### src/sv/wud_pkg.sv
// wud_pkg: shared constants and controller/datapath command types for the
// 256-bit unsigned divider. No dependencies.
package wud_pkg;

   localparam int LimbW  = 64;
   localparam int Limbs  = 4;
   localparam int Width  = LimbW * Limbs;
   localparam int CountW = $clog2(Width);

   typedef logic [LimbW-1:0]  limb_type;
   typedef logic [Width-1:0]  word_type;
   typedef logic [CountW-1:0] count_type;

   // controller -> datapath
   typedef struct packed {
      logic load;     // take a new item into the working registers
      logic step;     // one shift-subtract iteration
      logic capture;  // copy the finished result into the output register
   } cmd_type;

   // datapath -> controller
   typedef struct packed {
      logic den_zero; // working divisor is zero
   } status_type;

endpackage

### src/sv/wud_if.sv
// Channel interfaces for the 256-bit divider: request (operands) and
// response (quotient, remainder, flag). Depends on wud_pkg.
interface wud_req_if;
   logic               valid;
   logic               ready;
   wud_pkg::limb_type  dividend_w0;
   wud_pkg::limb_type  dividend_w1;
   wud_pkg::limb_type  dividend_w2;
   wud_pkg::limb_type  dividend_w3;
   wud_pkg::limb_type  divisor_w0;
   wud_pkg::limb_type  divisor_w1;
   wud_pkg::limb_type  divisor_w2;
   wud_pkg::limb_type  divisor_w3;

   modport source (
      output valid, dividend_w0, dividend_w1, dividend_w2, dividend_w3,
             divisor_w0, divisor_w1, divisor_w2, divisor_w3,
      input  ready
   );
   modport sink (
      input  valid, dividend_w0, dividend_w1, dividend_w2, dividend_w3,
             divisor_w0, divisor_w1, divisor_w2, divisor_w3,
      output ready
   );
endinterface

interface wud_rsp_if;
   logic               valid;
   logic               ready;
   wud_pkg::limb_type  quotient_w0;
   wud_pkg::limb_type  quotient_w1;
   wud_pkg::limb_type  quotient_w2;
   wud_pkg::limb_type  quotient_w3;
   wud_pkg::limb_type  remainder_w0;
   wud_pkg::limb_type  remainder_w1;
   wud_pkg::limb_type  remainder_w2;
   wud_pkg::limb_type  remainder_w3;
   logic               zero_divisor;

   modport source (
      output valid, quotient_w0, quotient_w1, quotient_w2, quotient_w3,
             remainder_w0, remainder_w1, remainder_w2, remainder_w3, zero_divisor,
      input  ready
   );
   modport sink (
      input  valid, quotient_w0, quotient_w1, quotient_w2, quotient_w3,
             remainder_w0, remainder_w1, remainder_w2, remainder_w3, zero_divisor,
      output ready
   );
endinterface

### src/sv/wud_datapath.sv
// wud_datapath: working registers, the shared 257-bit subtractor and the
// output register of the divider. Depends on wud_pkg.
module wud_datapath (
   input  logic                clock,
   input  wud_pkg::cmd_type    cmd,
   input  wud_pkg::word_type   dividend,
   input  wud_pkg::word_type   divisor,
   output wud_pkg::status_type status,
   output wud_pkg::word_type   quotient,
   output wud_pkg::word_type   remainder,
   output logic                zero_divisor
);

   // num_ff shifts dividend bits out at the top and quotient bits in at the bottom
   wud_pkg::word_type num_ff, num_in;
   wud_pkg::word_type den_ff, den_in;
   wud_pkg::word_type rem_ff, rem_in;
   wud_pkg::word_type quo_out_ff, quo_out_in;
   wud_pkg::word_type rem_out_ff, rem_out_in;
   logic              zero_out_ff, zero_out_in;

   logic [wud_pkg::Width:0] shifted;
   logic [wud_pkg::Width:0] diff;
   logic                    take;

   assign status.den_zero = ~|den_ff;

   // remainder stays below the divisor, so shifted < 2*den and the borrow
   // bit alone decides the quotient bit
   assign shifted = {rem_ff, num_ff[wud_pkg::Width-1]};
   assign diff    = shifted - {1'b0, den_ff};
   assign take    = ~diff[wud_pkg::Width];

   always_comb begin
      num_in      = num_ff;
      den_in      = den_ff;
      rem_in      = rem_ff;
      quo_out_in  = quo_out_ff;
      rem_out_in  = rem_out_ff;
      zero_out_in = zero_out_ff;
      if (cmd.load) begin
         num_in = dividend;
         den_in = divisor;
         rem_in = '0;
      end else if (cmd.step) begin
         num_in = {num_ff[wud_pkg::Width-2:0], take};
         rem_in = take ? diff[wud_pkg::Width-1:0] : shifted[wud_pkg::Width-1:0];
      end
      if (cmd.capture) begin
         zero_out_in = status.den_zero;
         // with a zero divisor no step ran and num_ff still holds the dividend
         if (status.den_zero) begin
            quo_out_in = '0;
            rem_out_in = num_ff;
         end else begin
            quo_out_in = num_ff;
            rem_out_in = rem_ff;
         end
      end
   end

   always_ff @(posedge clock) begin
      num_ff      <= num_in;
      den_ff      <= den_in;
      rem_ff      <= rem_in;
      quo_out_ff  <= quo_out_in;
      rem_out_ff  <= rem_out_in;
      zero_out_ff <= zero_out_in;
   end

   assign quotient     = quo_out_ff;
   assign remainder    = rem_out_ff;
   assign zero_divisor = zero_out_ff;

endmodule

### src/sv/wud_ctrl.sv
// wud_ctrl: sequencing state machine of the divider: step counter, handshakes
// and output-register valid. Depends on wud_pkg.
module wud_ctrl (
   input  logic                clock,
   input  logic                reset,
   input  logic                req_valid,
   output logic                req_ready,
   output logic                rsp_valid,
   input  logic                rsp_ready,
   input  wud_pkg::status_type status,
   output wud_pkg::cmd_type    cmd
);

   typedef enum logic [1:0] {
      ST_IDLE,
      ST_RUN,
      ST_FINISH
   } state_type;

   state_type           state_ff, state_in;
   wud_pkg::count_type  count_ff, count_in;
   logic                out_valid_ff, out_valid_in;
   logic                out_free;

   assign req_ready = (state_ff == ST_IDLE);
   assign rsp_valid = out_valid_ff;
   assign out_free  = ~out_valid_ff | rsp_ready;

   assign cmd.load    = req_valid & req_ready;
   assign cmd.step    = (state_ff == ST_RUN) & ~status.den_zero;
   assign cmd.capture = (state_ff == ST_FINISH) & out_free;

   always_comb begin
      state_in     = state_ff;
      count_in     = count_ff;
      out_valid_in = out_valid_ff;
      if (out_valid_ff && rsp_ready) begin
         out_valid_in = 1'b0;
      end
      case (state_ff)
         ST_IDLE: begin
            if (cmd.load) begin
               state_in = ST_RUN;
               count_in = '1;
            end
         end
         ST_RUN: begin
            if (status.den_zero || count_ff == '0) begin
               state_in = ST_FINISH;
            end else begin
               count_in = count_ff - 1'b1;
            end
         end
         ST_FINISH: begin
            if (out_free) begin
               out_valid_in = 1'b1;
               state_in     = ST_IDLE;
            end
         end
         default: state_in = ST_IDLE;
      endcase
   end

   always_ff @(posedge clock) begin
      if (reset) begin
         state_ff     <= ST_IDLE;
         count_ff     <= '0;
         out_valid_ff <= 1'b0;
      end else begin
         state_ff     <= state_in;
         count_ff     <= count_in;
         out_valid_ff <= out_valid_in;
      end
   end

endmodule

### src/sv/wide_unsigned_divider.sv
// 256-bit unsigned divider, restoring shift-subtract, one quotient bit per
// cycle. Depends on wud_pkg, wud_if, wud_ctrl and wud_datapath.
//
// An accepted item reaches the output register as follows: the operands are
// loaded, 256 iterations of the single 257-bit subtractor run (one quotient
// bit each, most significant first) and the output register is written once
// it is free. A zero divisor skips the iterations and returns quotient zero,
// the dividend as remainder and zero_divisor set. One item is worked at a time;
// the next item is accepted as soon as the previous one has moved to the
// output register, even while that result still waits on rsp_ch.ready.
module wide_unsigned_divider (
   input  logic       clock,
   input  logic       reset,
   wud_req_if.sink    req_ch,
   wud_rsp_if.source  rsp_ch
);

   wud_pkg::cmd_type    cmd;
   wud_pkg::status_type status;
   wud_pkg::word_type   dividend;
   wud_pkg::word_type   divisor;
   wud_pkg::word_type   quotient;
   wud_pkg::word_type   remainder;
   logic                zero_divisor;

   assign dividend = {req_ch.dividend_w3, req_ch.dividend_w2,
                      req_ch.dividend_w1, req_ch.dividend_w0};
   assign divisor  = {req_ch.divisor_w3, req_ch.divisor_w2,
                      req_ch.divisor_w1, req_ch.divisor_w0};

   wud_ctrl u_ctrl (
      .clock     (clock),
      .reset     (reset),
      .req_valid (req_ch.valid),
      .req_ready (req_ch.ready),
      .rsp_valid (rsp_ch.valid),
      .rsp_ready (rsp_ch.ready),
      .status    (status),
      .cmd       (cmd)
   );

   wud_datapath u_datapath (
      .clock        (clock),
      .cmd          (cmd),
      .dividend     (dividend),
      .divisor      (divisor),
      .status       (status),
      .quotient     (quotient),
      .remainder    (remainder),
      .zero_divisor (zero_divisor)
   );

   assign rsp_ch.quotient_w0  = quotient[63:0];
   assign rsp_ch.quotient_w1  = quotient[127:64];
   assign rsp_ch.quotient_w2  = quotient[191:128];
   assign rsp_ch.quotient_w3  = quotient[255:192];
   assign rsp_ch.remainder_w0 = remainder[63:0];
   assign rsp_ch.remainder_w1 = remainder[127:64];
   assign rsp_ch.remainder_w2 = remainder[191:128];
   assign rsp_ch.remainder_w3 = remainder[255:192];
   assign rsp_ch.zero_divisor = zero_divisor;

endmodule

### src/flat_wrapper.sv
// flat-port wrapper written by rule: the top's interface ports become plain ports
module wide_unsigned_divider_flat 
  (clock, reset, req_ch_valid, req_ch_dividend_w0, req_ch_dividend_w1, req_ch_dividend_w2, req_ch_dividend_w3, req_ch_divisor_w0, req_ch_divisor_w1, req_ch_divisor_w2, req_ch_divisor_w3, req_ch_ready, rsp_ch_valid, rsp_ch_quotient_w0, rsp_ch_quotient_w1, rsp_ch_quotient_w2, rsp_ch_quotient_w3, rsp_ch_remainder_w0, rsp_ch_remainder_w1, rsp_ch_remainder_w2, rsp_ch_remainder_w3, rsp_ch_zero_divisor, rsp_ch_ready);
  wud_req_if req_ch_i ();
  wud_rsp_if rsp_ch_i ();
  input  logic clock;
  input  logic reset;
  input wire logic [$bits(req_ch_i.valid)-1:0] req_ch_valid;
  input wire logic [$bits(req_ch_i.dividend_w0)-1:0] req_ch_dividend_w0;
  input wire logic [$bits(req_ch_i.dividend_w1)-1:0] req_ch_dividend_w1;
  input wire logic [$bits(req_ch_i.dividend_w2)-1:0] req_ch_dividend_w2;
  input wire logic [$bits(req_ch_i.dividend_w3)-1:0] req_ch_dividend_w3;
  input wire logic [$bits(req_ch_i.divisor_w0)-1:0] req_ch_divisor_w0;
  input wire logic [$bits(req_ch_i.divisor_w1)-1:0] req_ch_divisor_w1;
  input wire logic [$bits(req_ch_i.divisor_w2)-1:0] req_ch_divisor_w2;
  input wire logic [$bits(req_ch_i.divisor_w3)-1:0] req_ch_divisor_w3;
  output wire logic [$bits(req_ch_i.ready)-1:0] req_ch_ready;
  output wire logic [$bits(rsp_ch_i.valid)-1:0] rsp_ch_valid;
  output wire logic [$bits(rsp_ch_i.quotient_w0)-1:0] rsp_ch_quotient_w0;
  output wire logic [$bits(rsp_ch_i.quotient_w1)-1:0] rsp_ch_quotient_w1;
  output wire logic [$bits(rsp_ch_i.quotient_w2)-1:0] rsp_ch_quotient_w2;
  output wire logic [$bits(rsp_ch_i.quotient_w3)-1:0] rsp_ch_quotient_w3;
  output wire logic [$bits(rsp_ch_i.remainder_w0)-1:0] rsp_ch_remainder_w0;
  output wire logic [$bits(rsp_ch_i.remainder_w1)-1:0] rsp_ch_remainder_w1;
  output wire logic [$bits(rsp_ch_i.remainder_w2)-1:0] rsp_ch_remainder_w2;
  output wire logic [$bits(rsp_ch_i.remainder_w3)-1:0] rsp_ch_remainder_w3;
  output wire logic [$bits(rsp_ch_i.zero_divisor)-1:0] rsp_ch_zero_divisor;
  input wire logic [$bits(rsp_ch_i.ready)-1:0] rsp_ch_ready;
  assign req_ch_i.valid = req_ch_valid;
  assign req_ch_i.dividend_w0 = req_ch_dividend_w0;
  assign req_ch_i.dividend_w1 = req_ch_dividend_w1;
  assign req_ch_i.dividend_w2 = req_ch_dividend_w2;
  assign req_ch_i.dividend_w3 = req_ch_dividend_w3;
  assign req_ch_i.divisor_w0 = req_ch_divisor_w0;
  assign req_ch_i.divisor_w1 = req_ch_divisor_w1;
  assign req_ch_i.divisor_w2 = req_ch_divisor_w2;
  assign req_ch_i.divisor_w3 = req_ch_divisor_w3;
  assign req_ch_ready = req_ch_i.ready;
  assign rsp_ch_valid = rsp_ch_i.valid;
  assign rsp_ch_quotient_w0 = rsp_ch_i.quotient_w0;
  assign rsp_ch_quotient_w1 = rsp_ch_i.quotient_w1;
  assign rsp_ch_quotient_w2 = rsp_ch_i.quotient_w2;
  assign rsp_ch_quotient_w3 = rsp_ch_i.quotient_w3;
  assign rsp_ch_remainder_w0 = rsp_ch_i.remainder_w0;
  assign rsp_ch_remainder_w1 = rsp_ch_i.remainder_w1;
  assign rsp_ch_remainder_w2 = rsp_ch_i.remainder_w2;
  assign rsp_ch_remainder_w3 = rsp_ch_i.remainder_w3;
  assign rsp_ch_zero_divisor = rsp_ch_i.zero_divisor;
  assign rsp_ch_i.ready = rsp_ch_ready;
  wide_unsigned_divider u_core (.clock(clock), .reset(reset), .req_ch(req_ch_i), .rsp_ch(rsp_ch_i));
endmodule
### config.mk
export PLATFORM = sky130hd
export DESIGN_NAME = wide_unsigned_divider_flat
export DESIGN_NICKNAME = d
export VERILOG_FILES = /design/src/sv/wud_pkg.sv /design/src/sv/wud_if.sv /design/src/sv/wud_datapath.sv /design/src/sv/wud_ctrl.sv /design/src/sv/wide_unsigned_divider.sv /design/src/flat_wrapper.sv
export SDC_FILE = /design/constraint.sdc
export NUM_CORES = 2
export LEC_CHECK = 0
export BUFFER_PORTS_ARGS = -buffer_cell sky130_fd_sc_hd__buf_4
export CELL_PAD_IN_SITES_DETAIL_PLACEMENT = 0
export CELL_PAD_IN_SITES_GLOBAL_PLACEMENT = 1
export CORE_UTILIZATION = 40
export DETAILED_ROUTE_END_ITERATION = 8
export PLACE_DENSITY = 0.8
export SLEW_MARGIN = 10
export SYNTH_ARGS = -nofsm -noshare
export SYNTH_HDL_FRONTEND = slang
export SYNTH_SLANG_ARGS = --single-unit
### constraint.sdc
create_clock -name clock -period 31.8 [get_ports clock]
set_input_delay 6.36 -clock clock [delete_from_list [all_inputs] [get_ports clock]]
set_output_delay 6.36 -clock clock [all_outputs]
set_load 0.01 [all_outputs]
==> run summary <==
The classification of the worst-slack hold path is reg2reg. The top-level port count is ~1000. The total negative slack for setup checks came out at 0 ns. Global routing used between 30% and 40% of the available tracks across all layers.

Ranked by total cell area, the synthesized netlist is headed by edfxtp_1, nand2_1, dfxtp_1. The number of flops mapped to enable cells by yosys is between 1000 and 1500. At the worst endpoint, the required time is ~32 ns. The final number of hold-violating endpoints is 0.

The most numerous cell type found on the critical path is buf_4. In this run the post-CTS setup repair buffer count came out at 0. The largest fanout on the critical path is ~120. Relative to the synthesized area, the layout overhead comes to 20.1%. The final clock skew is about 0.052 ns. The clock latency on the worst-skew pair is ~0.86 ns. Summing every instance area after synthesis gives ~0.072 mm2.

The synthesized netlist devotes around 3.0% of its cell area to XOR and XNOR gates. The power density over the cells is around 65 mW/mm2. After clock tree synthesis, the clock-pin slew on the worst setup and hold paths is approximately 0.060 ns.

Setup repair after global routing left no endpoint under its margin. The area taken by flip-flops and latches is roughly 0.036 mm2. The area enclosed by the die boundary came out at approximately 0.18 mm2.

The leading area contributor after synthesis is edfxtp_1. The arrival time of data at the critical path endpoint is between 10 and 15 ns. The floorplan has approximately 150 rows.

The flow ran to the end, and the final reports show no timing, DRC or antenna violations. The share of layout cells above drive strength 1 came out at between 10% and 20%. The type of element capturing the critical path is a flip-flop. The combinational power share came out at 28.4%. The design draws about 5.6 mW. Entering global routing, the biggest net connects 150 pins.

Cells fill between 40% and 50% of the core in the end. The achievable clock frequency is ~100 MHz. The count of endpoints failing setup in the final report came out at 0. The number of buffers created by CTS is ~150. The H-tree depth reported by CTS is 4. The synthesized design devotes to its leading area cell type 43.0% of total area. The TritonCTS clock tree is done. Among all flip-flop cells after synthesis, the most frequent one is edfxtp_1.

In the final layout, the multi-input gates occupy 0.0325 mm2. The count of clock tree sinks came out at 1292. Summing the areas of all fa, ha and maj instances in the mapped netlist gives under 10% of the synthesized area. Grouping stages by cell kind, the critical path spends the most delay in buffers and inverters.

The fraction of the mapped netlist area in compound gates came out at about 16%. Once the clock tree was built, the resizer swapped 0 gates to a different size. Counting both buffers and inverters, the worst setup path holds a total of 6. The netlist uses 95 different library cells. The beginning of the worst register-to-register path is u_core.u_datapath.den_ff[61]. The number of synthesized register bits is about 1300. The share of synthesized area occupied by flip-flops and latches is ~50%. After synthesis, the largest family of logic cells by area is simple AND/OR/NAND/NOR gates. In the routed layout, each cell is associated on average with a via count of 5.73. The count of unresolved DRC violations after routing is 0. The area fraction in and, or, nand and nor cells after synthesis came out at ~22%. The number of antenna violations at the first check in global routing is 20. The die span in y came out at between 400 and 500 um. The first-pass GRT wire length is between 400 and 500 mm. The starting density of the core is between 40% and 50%. The HPWL reported at the end of detailed placement came out at approximately 240 mm. The number of inserted filler cells in the final layout came out at 16979. The via count of the first global-routing pass was around 62000. Port buffering added between 1000 and 1500 buffers. Tracing the worst setup path back leads to its startpoint at req_ch_valid.

The critical path is of the in2reg type. The total core area is approximately 0.18 mm2. The final-report max-slew violation count came out at 0. The global placement routability congestion came out at a little over 1. STA classifies the critical path startpoint as an input port. The number of DRC violations after detailed-routing iteration 0 is roughly 5700. The delay contributed by the slowest stage of the critical path is 0.87 ns. The worst-margin pin slew came out at between 1 and 1.5 ns. The synthesized area per cell is ~8.9 um2. The peak supply drop came out at around 0.061 mV.

The total wirelength of the detailed-routed design came out at about 300 mm. The clock period minus final worst setup slack came out at about 9.7 ns. The cell with the largest stage delay on the worst path is buf_4. In this run switching power makes up between 30% and 40% of total power. The signal on the critical path passes through buf_4, nand2_4, inv_8, buf_12, buf_4, buf_4, buf_4. Summed over all nets, the switching power comes to ~2.0 mW. In the final routed layout, each cell accounts on average for roughly 26 um.

The leakage power came out at 35.0 nW. After technology mapping, the gate count stands at a little over 8000. In this run the most critical hold path is launched from u_core.u_ctrl.count_ff[1]. After synthesis, the share of flip-flops with an asynchronous set or reset is 0%.

The horizontal die dimension is approximately 430 um. The max-capacitance violation count came out at 0. The final worst-path cycle share came out at between 30% and 40%.

The remaining global-route overflow is 0. The post-detailed-route count of antenna-violating nets is 0. The clock group share of total power came out at a little under a third. The via total after detailed routing is between 60000 and 70000. The clock passes through at most 3 buffers. Synthesis produced a netlist with a net count of 8823. The tree is rooted in a clkbuf_16.

Multiplexer cells account for 0.141% of the synthesized area. The internal power of the cells came out at 3.61 mW. The number of optimization iterations in the first detailed-route pass came out at 6. For this run, the number of Yosys warnings is 0. The number of nets in the final layout came out at 9624. The cts-stage hold buffer count came out at 0. The relative slew slack is between 10% and 20%. Registers are responsible for between 40% and 50% of the overall power.
-- layer usage --
metal	track usage, %	share of wire (%)
met5	0	0.011
met4	11.8	3.7
met3	5.93	7.4
met2	49.1	45
met1	44.7	44
-- state kept, by name, summed over array words and instances, names as in the netlist --
signal,cells
u_core.u_ctrl.state_ff,2
u_core.u_datapath.rem_ff,256
u_core.u_ctrl.rsp_valid,1
u_core.u_datapath.num_ff,256
u_core.u_datapath.den_ff,256
u_core.u_datapath.zero_divisor,1
u_core.u_ctrl.count_ff,8
u_core.u_datapath.remainder,256
u_core.u_datapath.quotient,256
-- cell usage after synthesis (10+ instances only) --
| master | instances |
|---|---|
| nand2_1 | 2088 |
| edfxtp_1 | 1025 |
| a21oi_1 | 724 |
| nor2_1 | 520 |
| o21ai_0 | 480 |
| inv_1 | 352 |
| clkbuf_1 | 341 |
| dfxtp_1 | 267 |
| and2_1 | 264 |
| ha_1 | 258 |
| nand4_1 | 193 |
| nand3_1 | 166 |
| xnor2_1 | 154 |
| a21o_1 | 111 |
| nor3_1 | 106 |
| o21bai_1 | 98 |
| nor4_1 | 96 |
| xor2_1 | 89 |
| buf_2 | 83 |
| a311oi_1 | 57 |
| o21a_1 | 55 |
| a31oi_1 | 42 |
| a22oi_1 | 35 |
| o21ai_1 | 27 |
| and4_1 | 25 |
| o211ai_1 | 25 |
| a211oi_1 | 22 |
| o31ai_1 | 22 |
| a21boi_0 | 21 |
| or3_1 | 19 |
| and3_1 | 18 |
| nand2b_1 | 18 |
| or2_2 | 18 |
| nor2b_1 | 16 |
| a221o_1 | 13 |
| a221oi_1 | 13 |
| o221ai_1 | 12 |
| buf_1 | 11 |
| o31a_1 | 10 |
-- layout by cell type, fill, tap and decap left out, types with 89 or more instances in the layout --
cell       instances
clkbuf_16        147
buf_4           1099
inv_1            351
nor4_1            93
o21ai_0          480
edfxtp_1        1025
and2_1           264
nand2_1         2084
xor2_1            89
nor3_1           106
ha_1             258
nor2_1           517
a21oi_1          724
dfxtp_1          267
a21o_1           111
o21bai_1          98
nand3_1          166
nand4_1          193
xnor2_1          154
-- worst min-delay path: stages (launching register included) --
cell and delay (ns):
dfxtp_1 0.32, a21oi_1 0.06, nor2_1 0.08
-- kinds of logic (layout without fill, tap and decap cells) --
logic type	after synthesis	after routing
muxes	10	10
adders and majority gates	259	259
DFF	1292	1292
other	0	14
and+or+nand+nor	3583	3583
AOI/OAI and AO/OA	1859	1859
xor gates and xnor gates	243	243
buffers and inverters	802	1723
-- power groups by stage --
stage               clock (mW)  combinational (mW)  sequential [mW]
floorplan                    0               0.974             2.29
global placement             0                1.54             2.30
detailed placement           0                1.54             2.30
CTS                       1.75                1.55             2.26
global route              1.81                1.71             2.29
finish                    1.72                1.58             2.27
-- per-stage QoR --
stage               hold slack [ns]  setup slack [ns]  std cells  cell area (um2)
finish                        0.497             22.06      11323            86000
global route                  0.516             21.75      11322            86000
CTS                           0.498             22.06      11309            86000
detailed placement            0.484             21.14      11042            81200
global placement              0.472             21.26      11042            81200
floorplan                     0.454              1.43       8048            71700
-- path summary, 6_finish.rpt --
kind / end / cells after the start / slack, ns
worst max-delay path: u_core.u_datapath.den_ff[58] / 7 / 22.06
worst min-delay path: u_core.u_ctrl.count_ff[1] / 2 / 0.50
worst max register to register: u_core.u_datapath.rem_ff[133] / 17 / 24.87
worst min register to register: u_core.u_ctrl.count_ff[1] / 2 / 0.50
-- layout make-up --
cell class                      count  area share [%]
Antenna cell                       14          0.0407
Clock buffer                      194            4.55
Clock inverter                     73            1.07
Inverter                          354            1.57
Multi-Input combinational cell   5954            37.7
Sequential cell                  1292            42.0
Tap cell                         2340            3.40
Timing Repair Buffer             1102            9.66
(Power assumes the default switching activity.)
